===== src/rtl/awarp_pkg.sv =====
// shared types and constants of the affine warp block
package awarp_pkg;

   localparam int MAX_WIDTH  = 512;
   localparam int MAX_HEIGHT = 512;
   localparam int FRAC_BITS  = 12;

   localparam int POS_W    = 9;
   localparam int COLOR_W  = 8;
   localparam int COEF_W   = 16;
   localparam int OFFSET_W = 28;
   localparam int SIZE_W   = 10;
   localparam int PROD_W   = COEF_W + POS_W + 1;
   localparam int SUM_W    = 30;
   localparam int CSR_AW   = 5;
   localparam int CSR_DW   = 32;

   typedef enum logic [2:0] {
      REG_COEF_XX,
      REG_COEF_XY,
      REG_COEF_YX,
      REG_COEF_YY,
      REG_OFFSET_X,
      REG_OFFSET_Y,
      REG_IMAGE_WIDTH,
      REG_IMAGE_HEIGHT
   } awarp_reg_type;

   typedef enum logic [2:0] {
      ST_IDLE,
      ST_MUL,
      ST_SUM,
      ST_ROUND,
      ST_READ,
      ST_OUT
   } awarp_state_type;

   typedef struct packed {
      logic signed [COEF_W-1:0]   coef_xx;
      logic signed [COEF_W-1:0]   coef_xy;
      logic signed [COEF_W-1:0]   coef_yx;
      logic signed [COEF_W-1:0]   coef_yy;
      logic signed [OFFSET_W-1:0] offset_x;
      logic signed [OFFSET_W-1:0] offset_y;
      logic [SIZE_W-1:0]          image_width;
      logic [SIZE_W-1:0]          image_height;
   } awarp_cfg_type;

   typedef struct packed {
      logic load_we;
      logic capture;
      logic mul_en;
      logic sum_en;
      logic round_en;
      logic read_en;
      logic out_load;
   } awarp_cmd_type;

endpackage


===== src/rtl/awarp_ctrl.sv =====
// sequencing state machine for loads and queries
module awarp_ctrl (
   input  logic                     clock,
   input  logic                     reset,
   input  logic                     req_valid,
   input  logic                     req_action,
   output logic                     req_ready,
   output logic                     rsp_valid,
   input  logic                     rsp_ready,
   output awarp_pkg::awarp_cmd_type cmd
);

   awarp_pkg::awarp_state_type state_ff, state_in;
   logic                       rsp_valid_ff, rsp_valid_in;

   always_ff @(posedge clock) begin
      if (reset) begin
         state_ff     <= awarp_pkg::ST_IDLE;
         rsp_valid_ff <= 1'b0;
      end else begin
         state_ff     <= state_in;
         rsp_valid_ff <= rsp_valid_in;
      end
   end

   always_comb begin
      state_in  = state_ff;
      cmd       = '0;
      req_ready = 1'b0;
      unique case (state_ff)
         awarp_pkg::ST_IDLE: begin
            req_ready = 1'b1;
            if (req_valid) begin
               if (req_action) begin
                  cmd.capture = 1'b1;
                  state_in    = awarp_pkg::ST_MUL;
               end else begin
                  cmd.load_we = 1'b1;
               end
            end
         end
         awarp_pkg::ST_MUL: begin
            cmd.mul_en = 1'b1;
            state_in   = awarp_pkg::ST_SUM;
         end
         awarp_pkg::ST_SUM: begin
            cmd.sum_en = 1'b1;
            state_in   = awarp_pkg::ST_ROUND;
         end
         awarp_pkg::ST_ROUND: begin
            cmd.round_en = 1'b1;
            state_in     = awarp_pkg::ST_READ;
         end
         awarp_pkg::ST_READ: begin
            cmd.read_en = 1'b1;
            state_in    = awarp_pkg::ST_OUT;
         end
         awarp_pkg::ST_OUT: begin
            // wait for the output register to free up
            if (!rsp_valid_ff || rsp_ready) begin
               cmd.out_load = 1'b1;
               state_in     = awarp_pkg::ST_IDLE;
            end
         end
         default: state_in = awarp_pkg::ST_IDLE;
      endcase
   end

   always_comb begin
      rsp_valid_in = rsp_valid_ff;
      if (cmd.out_load) begin
         rsp_valid_in = 1'b1;
      end else if (rsp_ready) begin
         rsp_valid_in = 1'b0;
      end
   end

   assign rsp_valid = rsp_valid_ff;

endmodule


===== config.mk =====
export PLATFORM = sky130hd
export DESIGN_NAME = awarp_ctrl
export DESIGN_NICKNAME = d
export VERILOG_FILES = /design/src/rtl/awarp_pkg.sv /design/src/rtl/awarp_ctrl.sv
export SDC_FILE = /design/constraint.sdc
export NUM_CORES = 1
export LEC_CHECK = 0
export BUFFER_PORTS_ARGS = -buffer_cell sky130_fd_sc_hd__buf_2
export CAP_MARGIN = 20
export CORE_AREA = 2 2 39 41
export CTS_CLUSTER_DIAMETER = 120
export DETAILED_ROUTE_END_ITERATION = 10
export DIE_AREA = 0 0 41 43
export HOLD_SLACK_MARGIN = 0.05
export PLACE_DENSITY = 0.36
export SLEW_MARGIN = 20
export SYNTH_ARGS = -nofsm -noshare
export SYNTH_HDL_FRONTEND = slang
export SYNTH_SLANG_ARGS = --single-unit

===== constraint.sdc =====
create_clock -name clock -period 1.1 [get_ports clock]
set_input_delay 0.11 -clock clock [delete_from_list [all_inputs] [get_ports clock]]
set_output_delay 0.11 -clock clock [all_outputs]
set_load 0.05 [all_outputs]

==> results of run 1 <==
[layout by cell type (no fill, tap or decap), drive strengths merged]
| cell | instances |
|---|---|
| buf | 23 |
| dfxtp | 4 |
| a21oi | 3 |
| clkbuf | 3 |
| nor2 | 3 |
| nor3 | 3 |
| nor2b | 2 |
| nand2 | 2 |
| inv | 2 |
| nand3b | 1 |
| nor3b | 1 |
| and2 | 1 |
| and3 | 1 |
| xnor2 | 1 |
| o21ai | 1 |
| a21boi | 1 |
| a2111oi | 1 |
[cell type report]
type	count	area share [%]
multi-input cells	21	33.9
well taps	16	3.87
repair buffers	23	39.0
clock buffers	3	4.36
inverters	2	1.45
flip-flops and latches	4	17.4
[repair_timing]
item / in CTS / in global routing
pin swaps: 3 / 1
endpoints found under the setup margin: 9 / 9
gates resized for setup: 25 / 1
gates cloned: 0 / 0
buffers inserted: 2 / 0
[stage by stage]
| stage | util, % | instance area, µm² | setup WS (ps) | TNS [ps] |
|---|---|---|---|---|
| after global placement | 28.8 | 398 | -22.8 | -80.7 |
| final | 37.3 | 517 | -168 | -974 |
| after global routing | 37.3 | 517 | -233 | -1470 |
| after CTS | 37.1 | 513 | -187 | -1110 |
| after floorplan | - | 272 | -332 | -1110 |
| after detailed placement | 28.8 | 398 | -47.7 | -108 |
[where the power goes]
| group | switching, W | leakage (nW) | total [W] | internal, W |
|---|---|---|---|---|
| registers | 0.0000393 | 0.0350 | 0.000215 | 0.000176 |
| logic | 0.000319 | 0.190 | 0.000608 | 0.000289 |
| clock network | 0.0000595 | 0.0138 | 0.000181 | 0.000122 |
[path summary, 6_finish.rpt]
kind	cells past startpoint	endpoint	slack, ps	start
max	4	cmd[6]	-170	state_ff[2]
max reg2reg	4	state_ff[0]	0	state_ff[2]
min reg2reg	2	state_ff[2]	560	state_ff[0]
min	2	rsp_valid	90	reset
[layer usage]
metal	global-route usage, %	wire length [µm]
met4	2.00	0
met5	0	0
met3	8.38	76
met1	12.2	260
met2	14.4	340
[registers in the layout, summed over array words and instances, names as in the netlist]
signal     flops
rsp_valid      1
state_ff       3
[cell usage after synthesis, drive strengths merged]
library cell  count
a2111oi           1
xnor2             1
nor2b             2
nor3b             1
nor2              3
and3              1
o21ai             1
inv               2
buf               2
a21boi            1
a21oi             3
dfxtp             4
nand2             2
nand3b            1
and2              1
nor3              3
[logic make-up (layout without fill, tap and decap cells)]
logic type	after synthesis	count (layout)	share of synthesized area (%)
xor+xnor	1	1	3.89
flops	4	4	35.6
simple gates	14	14	35.0
compound gates	6	6	16.7
buf+inv	4	28	8.89
==> results.txt, run 1 <==
status - finished with violations
failing checks - negative setup slack
first-pass GRT wire length - 1200 µm
total track usage - 10.3%
Root Buffer - clkbuf_4
Final period util - 115%
antenna viol nets, final - 0
Synth area leaders - dfxtp_1 (36%), a21oi_1 (6.7%), nor2b_1 (5.6%), nor2_1 (5.0%), a2111oi_1 (4.4%)
port bufs - 13
initial antenna violation count - 0
CTS Buf Count - 3
critical path data required time - 990 ps
Detailed Route Iter0 Violations - 0
Clock Sinks - 4
Multi-input gate area - 175 µm²
shortest period the worst path allows - 1270 ps
max_slew headroom - 83.5%
filler cell count - 158
routability cong. - 0.730
skew final - 6.02 ps
later-pin clock latency in the skew report - 240 ps
DP HPWL - 515 µm
area grow syn2layout - 129%
vias per cell - 4.16
peak supply drop - 0.938 mV
diodes inserted - 0
Die ar. - 1760 µm²
Reg area - 90.1 µm²
post-synth top area cell - dfxtp_1
Hold Vio Cnt, Final - 0
vias in the first global route - 281
DRC - 0
Initial Util - 16.3%
Die W - 41 µm
crit path max fanout - 4
slowest cell on the critical path - dfxtp_2
synth unique cells - 18
Final #Nets - 60
post-synth top area share - 35.6%
Worst Setup Start Kind - flip-flop
die height - 43 µm
Slew Viols, Final - 0
Pleak - 0.239 nW
clock buffer depth - 2
post-route worst setup slack - -168 ps
WP data arrival - 1160 ps
fmax - 788 MHz
placed cells - 64
Mapped Area - 225 µm²
layout cells sized above 1 - 77.4%
YS warnings - 0
Worst-path clk slew - 40 ps
vias - 287
WHS - 92.4 ps
CP bufs+invs - 1
Final setup viols - 8
# IOs - 14
H-tree depth - 1
hold_buf cts - 0
crit-path leading delay family - simple AND/OR/NAND/NOR gates
Seq cells post-synth - 4
post-synthesis instance total - 29
Mapped Avg Cell Area - 7.77 µm²
total gr overflow - 0
largest net degree at the start of global routing - 6
core area - 1380 µm²
Rows - 14
total power - 0.00100 W
non-filler cells, final - 69
Routed wire per std cell - 9.81 µm
DRT Pass-1 Iters - 1
RSZ-0062 raised after global routing - true
max-cap viol count - 0
WS Path Type - flip-flop to output pin
Pwr Density - 1940 nW/µm²
net count after synthesis - 34
Worst Setup End Kind - output pin
worst path cell trace - nor3_4 > nand2_2 > nor2_4 > buf_6
CTS tree - yes
worst slew pin tran - 246 ps
final WL - 677 µm
Max stage delay on crit path - 340 ps
register area share after synthesis - 35.6%
HP Class - input port to flip-flop
Power figures use the tool's default switching activity.
==> run 2: changes to the inputs <==
- PLACE_DENSITY: 0.36 -> 0.44
==> run 2 against run 1 <==
Net effect: the flow still finishes with violations (negative setup slack); clock-buffer cell count unchanged; critical path type unchanged; first-iteration DRC count did not move; die area unchanged; largest power group unchanged.
==> results.txt, run 2 (synthesis gave the netlist of run 1 again) <==
area grow syn2layout - 138% (was 129%)
Hold Crit Start - reset (unchanged)
shortest period the worst path allows - 1290 ps (was 1270 ps)
Die ar. - 1760 µm² (unchanged)
most common cell after layout, fill and taps aside - buf_4 (unchanged)
Final period util - 118% (was 115%)
initial antenna violation count - 0 (unchanged)
DP HPWL - 514 µm (was 515 µm)
HP Class - input port to flip-flop (unchanged)
Die W - 41 µm (unchanged)
die height - 43 µm (unchanged)
WS Path Type - flip-flop to output pin (unchanged)
design area - 536 µm² (was 517 µm²)
most frequent cells in the layout - buf_4 (11), buf_6 (6), buf_2 (5) (was buf_4 (9), buf_6 (7), buf_2 (5))
fmax - 773 MHz (was 788 MHz)
clock buffer depth - 2 (unchanged)
most flop-heavy register - state_ff (unchanged)
CTS Buf Count - 3 (unchanged)
critical path data required time - 990 ps (about the same)
vias in the first global route - 299 (was 281)
total gr overflow - 0 (unchanged)
max-cap viol count - 0 (unchanged)
Initial Util - 16.3% (unchanged)
later-pin clock latency in the skew report - 240 ps (about the same)
Worst Setup Start Kind - flip-flop (unchanged)
DRC - 0 (unchanged)
skew final - 4.40 ps (was 6.02 ps)
layout cells sized above 1 - 78.2% (was 77.4%)
Worst-path clk slew - 40 ps (about the same)
DRT Pass-1 Iters - 1 (unchanged)
vias per cell - 4.30 (was 4.16)
core area - 1380 µm² (unchanged)
Endpoint, Worst Hold - rsp_valid (unchanged)
crit-path leading delay family - simple AND/OR/NAND/NOR gates (unchanged)
worst path cell trace - nor3_4 > and3_4 > buf_8 (was nor3_4 > nand2_2 > nor2_4 > buf_6)
Detailed Route Iter0 Violations - 0 (unchanged)
Root Buffer - clkbuf_4 (unchanged)
reg2reg setup slack - 10 ps (was 0 ps)
first-pass GRT wire length - 1100 µm (was 1200 µm)
Rows - 14 (unchanged)
path depth of the worst reg2reg path - 5 (was 4)
WP data arrival - 1180 ps (was 1160 ps)
Final #Nets - 62 (was 60)
CTS tree - yes (unchanged)
# IOs - 14 (unchanged)
Final setup viols - 8 (unchanged)
failing checks - negative setup slack (unchanged)
Post-DP Area - 405 µm² (was 398 µm²)
Clock Sinks - 4 (unchanged)
Hold Vio Cnt, Final - 0 (unchanged)
Max stage delay on crit path - 340 ps (about the same)
Largest register FFs - 3 (unchanged)
slowest cell on the critical path - dfxtp_2 (unchanged)
H-tree depth - 1 (unchanged)
total track usage - 9.95% (was 10.3%)
routability cong. - 0.725 (was 0.730)
filler cell count - 151 (was 158)
RSZ-0062 raised after global routing - true (unchanged)
diodes inserted - 0 (unchanged)
end of the worst register-to-register path - state_ff[0] (unchanged)
Pwr Density - 1940 nW/µm² (about the same)
total power - 0.00104 W (was 0.00100 W)
Pleak - 0.251 nW (was 0.239 nW)
post-route worst setup slack - -194 ps (was -168 ps)
RR Startpoint - state_ff[0] (was state_ff[2])
Slew Viols, Final - 0 (unchanged)
hold path depth - 2 (unchanged)
worst slew pin tran - 234 ps (was 246 ps)
antenna viol nets, final - 0 (unchanged)
vias - 305 (was 287)
largest net degree at the start of global routing - 6 (unchanged)
Routed wire per std cell - 9.82 µm (was 9.81 µm)
post-place setup slack - -52.5 ps (was -47.7 ps)
status - finished with violations (unchanged)
CP bufs+invs - 1 (unchanged)
port bufs - 13 (unchanged)
Reg area - 90.1 µm² (unchanged)
crit path max fanout - 5 (was 4)
final WL - 697 µm (was 677 µm)
max_slew headroom - 84.4% (was 83.5%)
Worst Setup End Kind - output pin (unchanged)
peak supply drop - 0.873 mV (was 0.938 mV)
Multi-input gate area - 175 µm² (unchanged)
==> run 2: cell count changes in the layout (fill, tap and decap cells not counted), sizes merged <==
cell	change
buf	+2
==> run 2: cell type report <==
class | instances | area share, %
clock buffers | 3 | 4.21
inverters | 2 | 1.40
multi-input cells | 21 | 32.7
flip-flops and latches | 4 | 16.8
well taps | 16 | 3.74
repair buffers | 25 | 41.1
==> run 2: timing repair <==
item / 4_1_cts / 5_1_grt
endpoints found under the setup margin: 9 / 9
resized for setup: 25 / 2
hold buffers: 0 / 0
pin swaps: 4 / 5
setup buffers: 2 / 1
==> run 2: through the flow <==
stage	util, %	hold WS [ps]	std cells	setup TNS, ps
2_1_floorplan	-	172	29	-1110
3_3_place_gp	29.3	324	65	-164
3_5_place_dp	29.3	326	65	-136
4_1_cts	37.6	75.8	70	-1240
5_1_grt	38.7	85.3	71	-1630
6_report	38.7	89.7	71	-1170
==> run 2: worst max-delay path by stage <==
stage / slack [ps] / endpoint / startpoint / cells past startpoint
finish: -190 / cmd[5] / state_ff[2] / 3
global placement: -50 / cmd[5] / state_ff[1] / 3
detailed placement: -50 / cmd[6] / state_ff[1] / 4
CTS: -210 / cmd[6] / state_ff[2] / 4
floorplan: -330 / cmd[6] / state_ff[1] / 3
global route: -250 / cmd[0] / state_ff[2] / 4
==> run 2: worst reg2reg max path, cell delays in order, from the launching register on <==
cell	delay, ps
dfxtp_4	360
buf_4	130
inv_2	70
buf_4	110
a21oi_1	50
a2111oi_2	260
==> run 2: power breakdown <==
group / switching [W] / total, W / internal (W)
logic: 0.000326 / 0.000628 / 0.000302
registers: 0.0000405 / 0.000216 / 0.000176
clock network: 0.0000712 / 0.000194 / 0.000123
total: 0.000437 / 0.00104 / 0.000601
==> run 2: layer usage <==
metal	part of all wire [%]	track usage (%)	up-vias
met5	0	0	-
met1	35	9.03	139
met2	56	15.3	11
met4	3.4	12.0	0
li1	-	-	153
met3	5.0	2.09	2
