File: src/rtl/awarp_pkg.sv
// shared types and constants of the affine warp block
package awarp_pkg;

   localparam int MAX_WIDTH  = 512;
   localparam int MAX_HEIGHT = 512;
   localparam int FRAC_BITS  = 12;

   localparam int POS_W    = 9;
   localparam int COLOR_W  = 8;
   localparam int COEF_W   = 16;
   localparam int OFFSET_W = 28;
   localparam int SIZE_W   = 10;
   localparam int PROD_W   = COEF_W + POS_W + 1;
   localparam int SUM_W    = 30;
   localparam int CSR_AW   = 5;
   localparam int CSR_DW   = 32;

   typedef enum logic [2:0] {
      REG_COEF_XX,
      REG_COEF_XY,
      REG_COEF_YX,
      REG_COEF_YY,
      REG_OFFSET_X,
      REG_OFFSET_Y,
      REG_IMAGE_WIDTH,
      REG_IMAGE_HEIGHT
   } awarp_reg_type;

   typedef enum logic [2:0] {
      ST_IDLE,
      ST_MUL,
      ST_SUM,
      ST_ROUND,
      ST_READ,
      ST_OUT
   } awarp_state_type;

   typedef struct packed {
      logic signed [COEF_W-1:0]   coef_xx;
      logic signed [COEF_W-1:0]   coef_xy;
      logic signed [COEF_W-1:0]   coef_yx;
      logic signed [COEF_W-1:0]   coef_yy;
      logic signed [OFFSET_W-1:0] offset_x;
      logic signed [OFFSET_W-1:0] offset_y;
      logic [SIZE_W-1:0]          image_width;
      logic [SIZE_W-1:0]          image_height;
   } awarp_cfg_type;

   typedef struct packed {
      logic load_we;
      logic capture;
      logic mul_en;
      logic sum_en;
      logic round_en;
      logic read_en;
      logic out_load;
   } awarp_cmd_type;

endpackage

File: src/rtl/awarp_csr.sv
// configuration register file behind the apb-style port
module awarp_csr (
   input  logic                              clock,
   input  logic                              reset,
   input  logic                              psel,
   input  logic                              penable,
   input  logic                              pwrite,
   input  logic [awarp_pkg::CSR_AW-1:0]      paddr,
   input  logic [awarp_pkg::CSR_DW-1:0]      pwdata,
   output logic [awarp_pkg::CSR_DW-1:0]      prdata,
   output awarp_pkg::awarp_cfg_type          cfg
);

   awarp_pkg::awarp_cfg_type cfg_ff, cfg_in;
   awarp_pkg::awarp_reg_type reg_sel;
   logic                     wr_en;

   assign reg_sel = awarp_pkg::awarp_reg_type'(paddr[awarp_pkg::CSR_AW-1:2]);
   assign wr_en   = psel && penable && pwrite;

   always_comb begin
      cfg_in = cfg_ff;
      if (wr_en) begin
         unique case (reg_sel)
            awarp_pkg::REG_COEF_XX:      cfg_in.coef_xx      = pwdata[15:0];
            awarp_pkg::REG_COEF_XY:      cfg_in.coef_xy      = pwdata[15:0];
            awarp_pkg::REG_COEF_YX:      cfg_in.coef_yx      = pwdata[15:0];
            awarp_pkg::REG_COEF_YY:      cfg_in.coef_yy      = pwdata[15:0];
            awarp_pkg::REG_OFFSET_X:     cfg_in.offset_x     = pwdata[27:0];
            awarp_pkg::REG_OFFSET_Y:     cfg_in.offset_y     = pwdata[27:0];
            awarp_pkg::REG_IMAGE_WIDTH:  cfg_in.image_width  = pwdata[9:0];
            awarp_pkg::REG_IMAGE_HEIGHT: cfg_in.image_height = pwdata[9:0];
            default: ;
         endcase
      end
   end

   always_ff @(posedge clock) begin
      if (reset) begin
         cfg_ff.coef_xx      <= 16'sd4096;
         cfg_ff.coef_xy      <= '0;
         cfg_ff.coef_yx      <= '0;
         cfg_ff.coef_yy      <= 16'sd4096;
         cfg_ff.offset_x     <= '0;
         cfg_ff.offset_y     <= '0;
         cfg_ff.image_width  <= 10'd512;
         cfg_ff.image_height <= 10'd512;
      end else begin
         cfg_ff <= cfg_in;
      end
   end

   always_comb begin
      unique case (reg_sel)
         awarp_pkg::REG_COEF_XX:      prdata = {16'b0, cfg_ff.coef_xx};
         awarp_pkg::REG_COEF_XY:      prdata = {16'b0, cfg_ff.coef_xy};
         awarp_pkg::REG_COEF_YX:      prdata = {16'b0, cfg_ff.coef_yx};
         awarp_pkg::REG_COEF_YY:      prdata = {16'b0, cfg_ff.coef_yy};
         awarp_pkg::REG_OFFSET_X:     prdata = {4'b0, cfg_ff.offset_x};
         awarp_pkg::REG_OFFSET_Y:     prdata = {4'b0, cfg_ff.offset_y};
         awarp_pkg::REG_IMAGE_WIDTH:  prdata = {22'b0, cfg_ff.image_width};
         awarp_pkg::REG_IMAGE_HEIGHT: prdata = {22'b0, cfg_ff.image_height};
         default:                     prdata = '0;
      endcase
   end

   assign cfg = cfg_ff;

endmodule

File: config.mk
export PLATFORM = sky130hd
export DESIGN_NAME = awarp_csr
export DESIGN_NICKNAME = d
export VERILOG_FILES = /design/src/rtl/awarp_pkg.sv /design/src/rtl/awarp_csr.sv
export SDC_FILE = /design/constraint.sdc
export NUM_CORES = 1
export LEC_CHECK = 0
export ABC_CLOCK_PERIOD_IN_PS = 2600
export BUFFER_PORTS_ARGS = -buffer_cell sky130_fd_sc_hd__buf_2
export CAP_MARGIN = 30
export CORE_MARGIN = 2
export CORE_UTILIZATION = 41
export DETAILED_ROUTE_END_ITERATION = 7
export PLACE_DENSITY = 0.73
export SLEW_MARGIN = 20
export SYNTH_ARGS = -nofsm -noshare
export SYNTH_HDL_FRONTEND = slang
export SYNTH_SLANG_ARGS = --single-unit
File: constraint.sdc
create_clock -name clock -period 2.6 [get_ports clock]
set_input_delay 0.39 -clock clock [delete_from_list [all_inputs] [get_ports clock]]
set_output_delay 0.39 -clock clock [all_outputs]
set_load 0.01 [all_outputs]
==> results.tsv, run 1 <==
metric	value	unit
status	completed	
PortBufs	203	
Synth area leaders	dfxtp_1 45%, nand2_1 16%, a21oi_1 11%	
Hold Path Depth	3	
cell row count	44	
Final Hold Violating Endpoints	0	
Ports	214	
sequential share of power	0.425	
max_slew headroom	0.5442	
HP Class	in2reg	
global-route wire length before repair	31330	um
worst setup margin	0.2640	ns
largest area contributor in the netlist	dfxtp_1	
clk root buf	clkbuf_16	
sw frac	0.2282	
drt total wl	20310	um
routed len/inst	17.21	um
Hold Path Origin	pwdata[19]	
antenna violations before repair	0	
PostCTS Resize Cnt	0	
Post-synth EDFFs	0	
CP cell instances	buf_2 > buf_12 > mux2i_1 > a221oi_1 > a221oi_1 > nor2_1 > buf_2	
routability cong.	0.8824	
Ant. Diodes	0	
CP max FO	13	
maxcap violations	0	
Switch Pwr	1.169	mW
fraction of layout cells with a size suffix above 1	0.2731	
die area	16100	um^2
Fin Setup TNS	0	ns
Yosys cell types	34	
Tot Pwr	5.122	mW
unrepaired setup endpoints after global routing	no	
via count	6226	
starting density of the core	0.4228	
Max clock buf depth	2	
Clk pin slew, worst setup/hold paths	0.06	ns
FILL cells	1430	
CTS sink count	140	
internal power	3.953	mW
Worst-Margin Slew	0.6811	ns
Synth Cell Area	6191	um^2
crit path DAT	1.95	ns
Slew Viols, Final	0	
Clock Skews	0	ns
logic gate share of total power	0.067	
vias in the first global route	5598	
area grow syn2layout	27.63	%
slowest stage delay, CP	0.39	ns
# Post-CTS Setup Buffers	0	
# DRC	0	
met2 WL	8802	um
Max VDD drop	414.6	uV
predominant post-synthesis flop cell	dfxtp_1	
R2R Path End	cfg[20]	
Die Height	126.9	um
Worst Hold Endpoint	cfg[39]	
CP endpoint kind	output port	
period utilisation layout	0.8985	
Avg Inst Size Synth	7.653	um^2
async set or reset register ratio after synthesis	0	
post-synth top area share	0.4527	
Net count, final	1025	
cell count after synthesis	809	
static leakage	3.395	nW
gr ovfl total	0	
latest clock arrival within the worst-skew pair	0.42	ns
Crit Path Class	in2out	
CTS tree	built	
power density cells	648.2	nW/um^2
Req. time, crit path	2.21	ns
RR Startpoint	cfg[20]	
DP HPWL	14630	um
max frequency	0.4281	GHz
ANT nets after route	0	
fin crit period	2.336	ns
register bit count reported by yosys	140	
r2r setup slk	1.90	ns
most numerous cell in the Yosys netlist	nand2_1	
Buf+Inv Stages, Crit Path	3	
Synth warnings	0	
total track usage	0.2465	
CTS Buf Count	17	
largest net degree at the start of global routing	55	
Horiz. Die Dim	126.9	um
Finish-stage setup viols	0	
worst slack at placement	0.3163	ns
drt pass-1 iters	5	
Hold Buf Count CTS	0	
Vias/cell	5.276	
CP max-delay cell	mux2i_1	
Largest register FFs	140	
cells on worst reg2reg path	2	
M1 WL	9361	um
clock share of power	0.509	
family with the most delay on the worst path	buffers and inverters	
CTS HTree Levels	4	
1st-iter DRT viols	604	
Commonest cells post-synth	263 x nand2_1, 140 x a21oi_1, 140 x dfxtp_1	
DR WL met3	1811	um
Worst Setup Start Kind	input pin	
sequential area share after synthesis	0.4527	
core area	14640	um^2
max layer used	met4	
[stage by stage]
step	util	cells	area (um^2)	hold slack, ns
final	0.5396	1180	7901	0.2129
after global routing	0.5396	1180	7901	0.2161
after CTS	0.5396	1180	7901	0.1990
after detailed placement	0.4962	1148	7267	0.4595
after global placement	0.4962	1148	7267	0.4544
after floorplan	-	812	6202	0.4884
[kinds of logic (layout without fill, tap and decap cells)]
group	after synthesis	in the layout	share of synthesized area
muxes	36	36	0.05881
other	1	4	0.0006057
DFF	140	140	0.4527
AOI/OAI and AO/OA	204	204	0.1906
buffers and inverters	87	271	0.07215
and+or+nand+nor	341	341	0.2251
[layer usage]
metal,GRT usage,vias to the layer above
met5,0,-
met4,0.07692,0
met3,0.07507,27
met2,0.3665,267
met1,0.3435,2882
li1,-,3050
[final cells by class]
cell class,count,area (um^2),area share
Clock buffer,21,470.5,0.05954
Clock inverter,11,163.9,0.02074
Tap cell,184,230.2,0.02914
Sequential cell,140,2803,0.3547
Inverter,12,45.04,0.005701
Multi-Input combinational cell,585,2953,0.3737
Timing Repair Buffer,227,1236,0.1565
[layout by cell type, fill, tap and decap left out, types with 3 or more instances in the layout]
master     synthesis  final
nand2b_1           5      5
nor2_2             3      3
a221oi_1          18     18
bufinv_16          0      4
nor2b_1            6      6
mux2i_1           33     33
or2_2              4      4
o2bb2ai_1         12     12
or3_1              3      3
nand2_1          263    263
buf_4              8     22
clkbuf_16          0     17
conb_1             1      4
a222oi_1           3      3
a22o_1             3      3
clkbuf_8           0      3
clkinv_2           0      4
mux2_2             3      3
nor2_1            46     46
buf_12             0      3
buf_2             34    202
o21ai_0           21     21
nand3b_1           4      4
dfxtp_1          140    140
inv_1             12     12
a21oi_1          140    140
[power by group through the flow]
| stage | combinational [mW] | clock (mW) | sequential (mW) |
|---|---|---|---|
| after CTS | 0.336 | 2.63 | 2.17 |
| final | 0.341 | 2.61 | 2.18 |
| after global routing | 0.365 | 2.73 | 2.18 |
| after global placement | 0.334 | 0 | 2.22 |
| after detailed placement | 0.335 | 0 | 2.22 |
| after floorplan | 0.199 | 0 | 2.23 |
[worst reg2reg max path, cell delays in order, from the launching register on]
cell and delay, ns:
dfxtp_1 0.37, nand2_1 0.08, a21oi_1 0.18
[worst max-delay path by stage]
stage              from         end  slack (ns)  cells past startpoint
2_1_floorplan  paddr[3]   prdata[0]        0.68                      7
5_1_grt        paddr[3]   prdata[5]        0.18                      7
4_1_cts        paddr[3]   prdata[9]        0.30                      6
6_report       paddr[3]   prdata[3]        0.26                      7
3_3_place_gp   paddr[4]  prdata[14]        0.32                      7
3_5_place_dp   paddr[3]   prdata[9]        0.32                      6
Power figures use the tool's default switching activity.
==> inputs of run 2 (changes only) <==
--- a/config.mk
+++ b/config.mk
@@ -5,7 +5,7 @@
 export SDC_FILE = /design/constraint.sdc
 export NUM_CORES = 1
 export LEC_CHECK = 0
-export ABC_CLOCK_PERIOD_IN_PS = 2600
+export ABC_CLOCK_PERIOD_IN_PS = 2780
 export BUFFER_PORTS_ARGS = -buffer_cell sky130_fd_sc_hd__buf_2
 export CAP_MARGIN = 30
 export CORE_MARGIN = 2
==> constraint.sdc (replaced) <==
create_clock -name clock -period 2.78 [get_ports clock]
set_input_delay 0.417 -clock clock [delete_from_list [all_inputs] [get_ports clock]]
set_output_delay 0.417 -clock clock [all_outputs]
set_load 0.01 [all_outputs]
==> results.tsv, run 2 (same netlist as run 1, synthesis figures left out) <==
metric	value	unit
status	completed	
multi-input logic area	2953	um^2
drt total wl	20500	um
most frequent cells in the layout	263 x nand2_1, 202 x buf_2, 140 x a21oi_1, 140 x dfxtp_1, 46 x nor2_1	
Net count, final	1024	
period utilisation layout	0.8795	
Worst-Margin Slew	0.6905	ns
CP max FO	16	
Final Hold Violating Endpoints	0	
Vias/cell	5.365	
ANT nets after route	0	
Fin Setup TNS	0	ns
starting density of the core	0.4228	
maxcap violations	0	
Req. time, crit path	2.36	ns
unrepaired setup endpoints after global routing	no	
core area	14640	um^2
max_slew headroom	0.5380	
register area	2803	um^2
CP endpoint kind	output port	
drt pass-1 iters	6	
antenna violations before repair	0	
crit path DAT	2.03	ns
Horiz. Die Dim	126.9	um
Slew Viols, Final	0	
cell row count	44	
# Post-CTS Setup Buffers	0	
power density cells	597.0	nW/um^2
PortBufs	203	
1st-iter DRT viols	568	
fin crit period	2.445	ns
gr ovfl total	0	
Max VDD drop	372.5	uV
static leakage	3.371	nW
via count	6325	
Clk pin slew, worst setup/hold paths	0.06	ns
routability cong.	0.9329	
CTS HTree Levels	4	
most used cell, CP	buf_2	
fraction of layout cells with a size suffix above 1	0.2724	
die area	16100	um^2
# DRC	0	
Largest register FFs	140	
Ant. Diodes	0	
DP HPWL	14770	um
most common cell after layout, fill and taps aside	nand2_1	
Tot Pwr	4.692	mW
CTS Buf Count	17	
Final Util	0.5367	
clk root buf	clkbuf_16	
CTS tree	built	
Die Height	126.9	um
PostCTS Resize Cnt	0	
routed len/inst	17.39	um
largest net degree at the start of global routing	54	
CTS sink count	140	
latest clock arrival within the worst-skew pair	0.42	ns
Crit Path Class	in2out	
area grow syn2layout	26.94	%
max frequency	0.4090	GHz
Worst Setup Start Kind	input pin	
Ports	214	
Max clock buf depth	2	
FILL cells	1383	
vias in the first global route	5695	
total track usage	0.2508	
Finish-stage setup viols	0	
Clock Skews	0	ns
Hold Buf Count CTS	0	
global-route wire length before repair	31720	um
Min Hold Slack	0.2449	ns
CP cell instances	buf_2 > buf_4 > or3_1 > nor2_1 > a21oi_1 > buf_2	
slowest stage delay, CP	0.51	ns
HP Class	in2reg	
CP max-delay cell	or3_1	
==> run 2: worst max-delay path: cells and delay by family <==
| kind | cells | cell delay, ns |
|---|---|---|
| AOI/OAI and AO/OA | 1 | 0.24 |
| and+or+nand+nor | 2 | 0.65 |
| buffers and inverters | 3 | 0.71 |
==> run 2: final timing paths <==
path                            cells past startpoint         to        from  slack, ns
worst max-delay path                                6  prdata[9]    paddr[3]       0.33
worst min-delay path                                3    cfg[70]  pwdata[22]       0.24
worst max register to register                      2   cfg[102]    cfg[102]       2.06
worst min register to register                      2   cfg[138]    cfg[138]       0.47
==> run 2: area by class of cell <==
class | instances | share of cell area
well taps | 184 | 0.02929
repair buffers | 226 | 0.1548
inverters | 12 | 0.005732
clock inverters | 11 | 0.01799
clock buffers | 21 | 0.05986
multi-input cells | 585 | 0.3757
flip-flops and latches | 140 | 0.3566
==> run 2: report_power, final <==
group          internal [mW]  total (mW)  leakage, nW  switching [mW]
sequential              2.02        2.03         1.13          0.0124
combinational          0.103       0.314         1.95           0.211
clock                   1.48        2.34        0.295           0.867
total                   3.60        4.69         3.37            1.09
==> run 2: per-layer routing <==
metal  vias up  wire [um]  GRT usage
met3        23       1775    0.06875
met1      2971       9361     0.3517
li1       3045          -          -
met5         -          0          0
met4         0        310    0.07434
met2       286       9052     0.3782
==> run 2: per-stage QoR <==
stage                     area, um^2  setup slack (ns)  instances
after floorplan                 6202            0.8048        812
after global placement          7247            0.3242       1147
after detailed placement        7247            0.3284       1147
after CTS                       7859            0.3141       1179
after global routing            7859            0.2237       1179
final                           7859            0.3349       1179
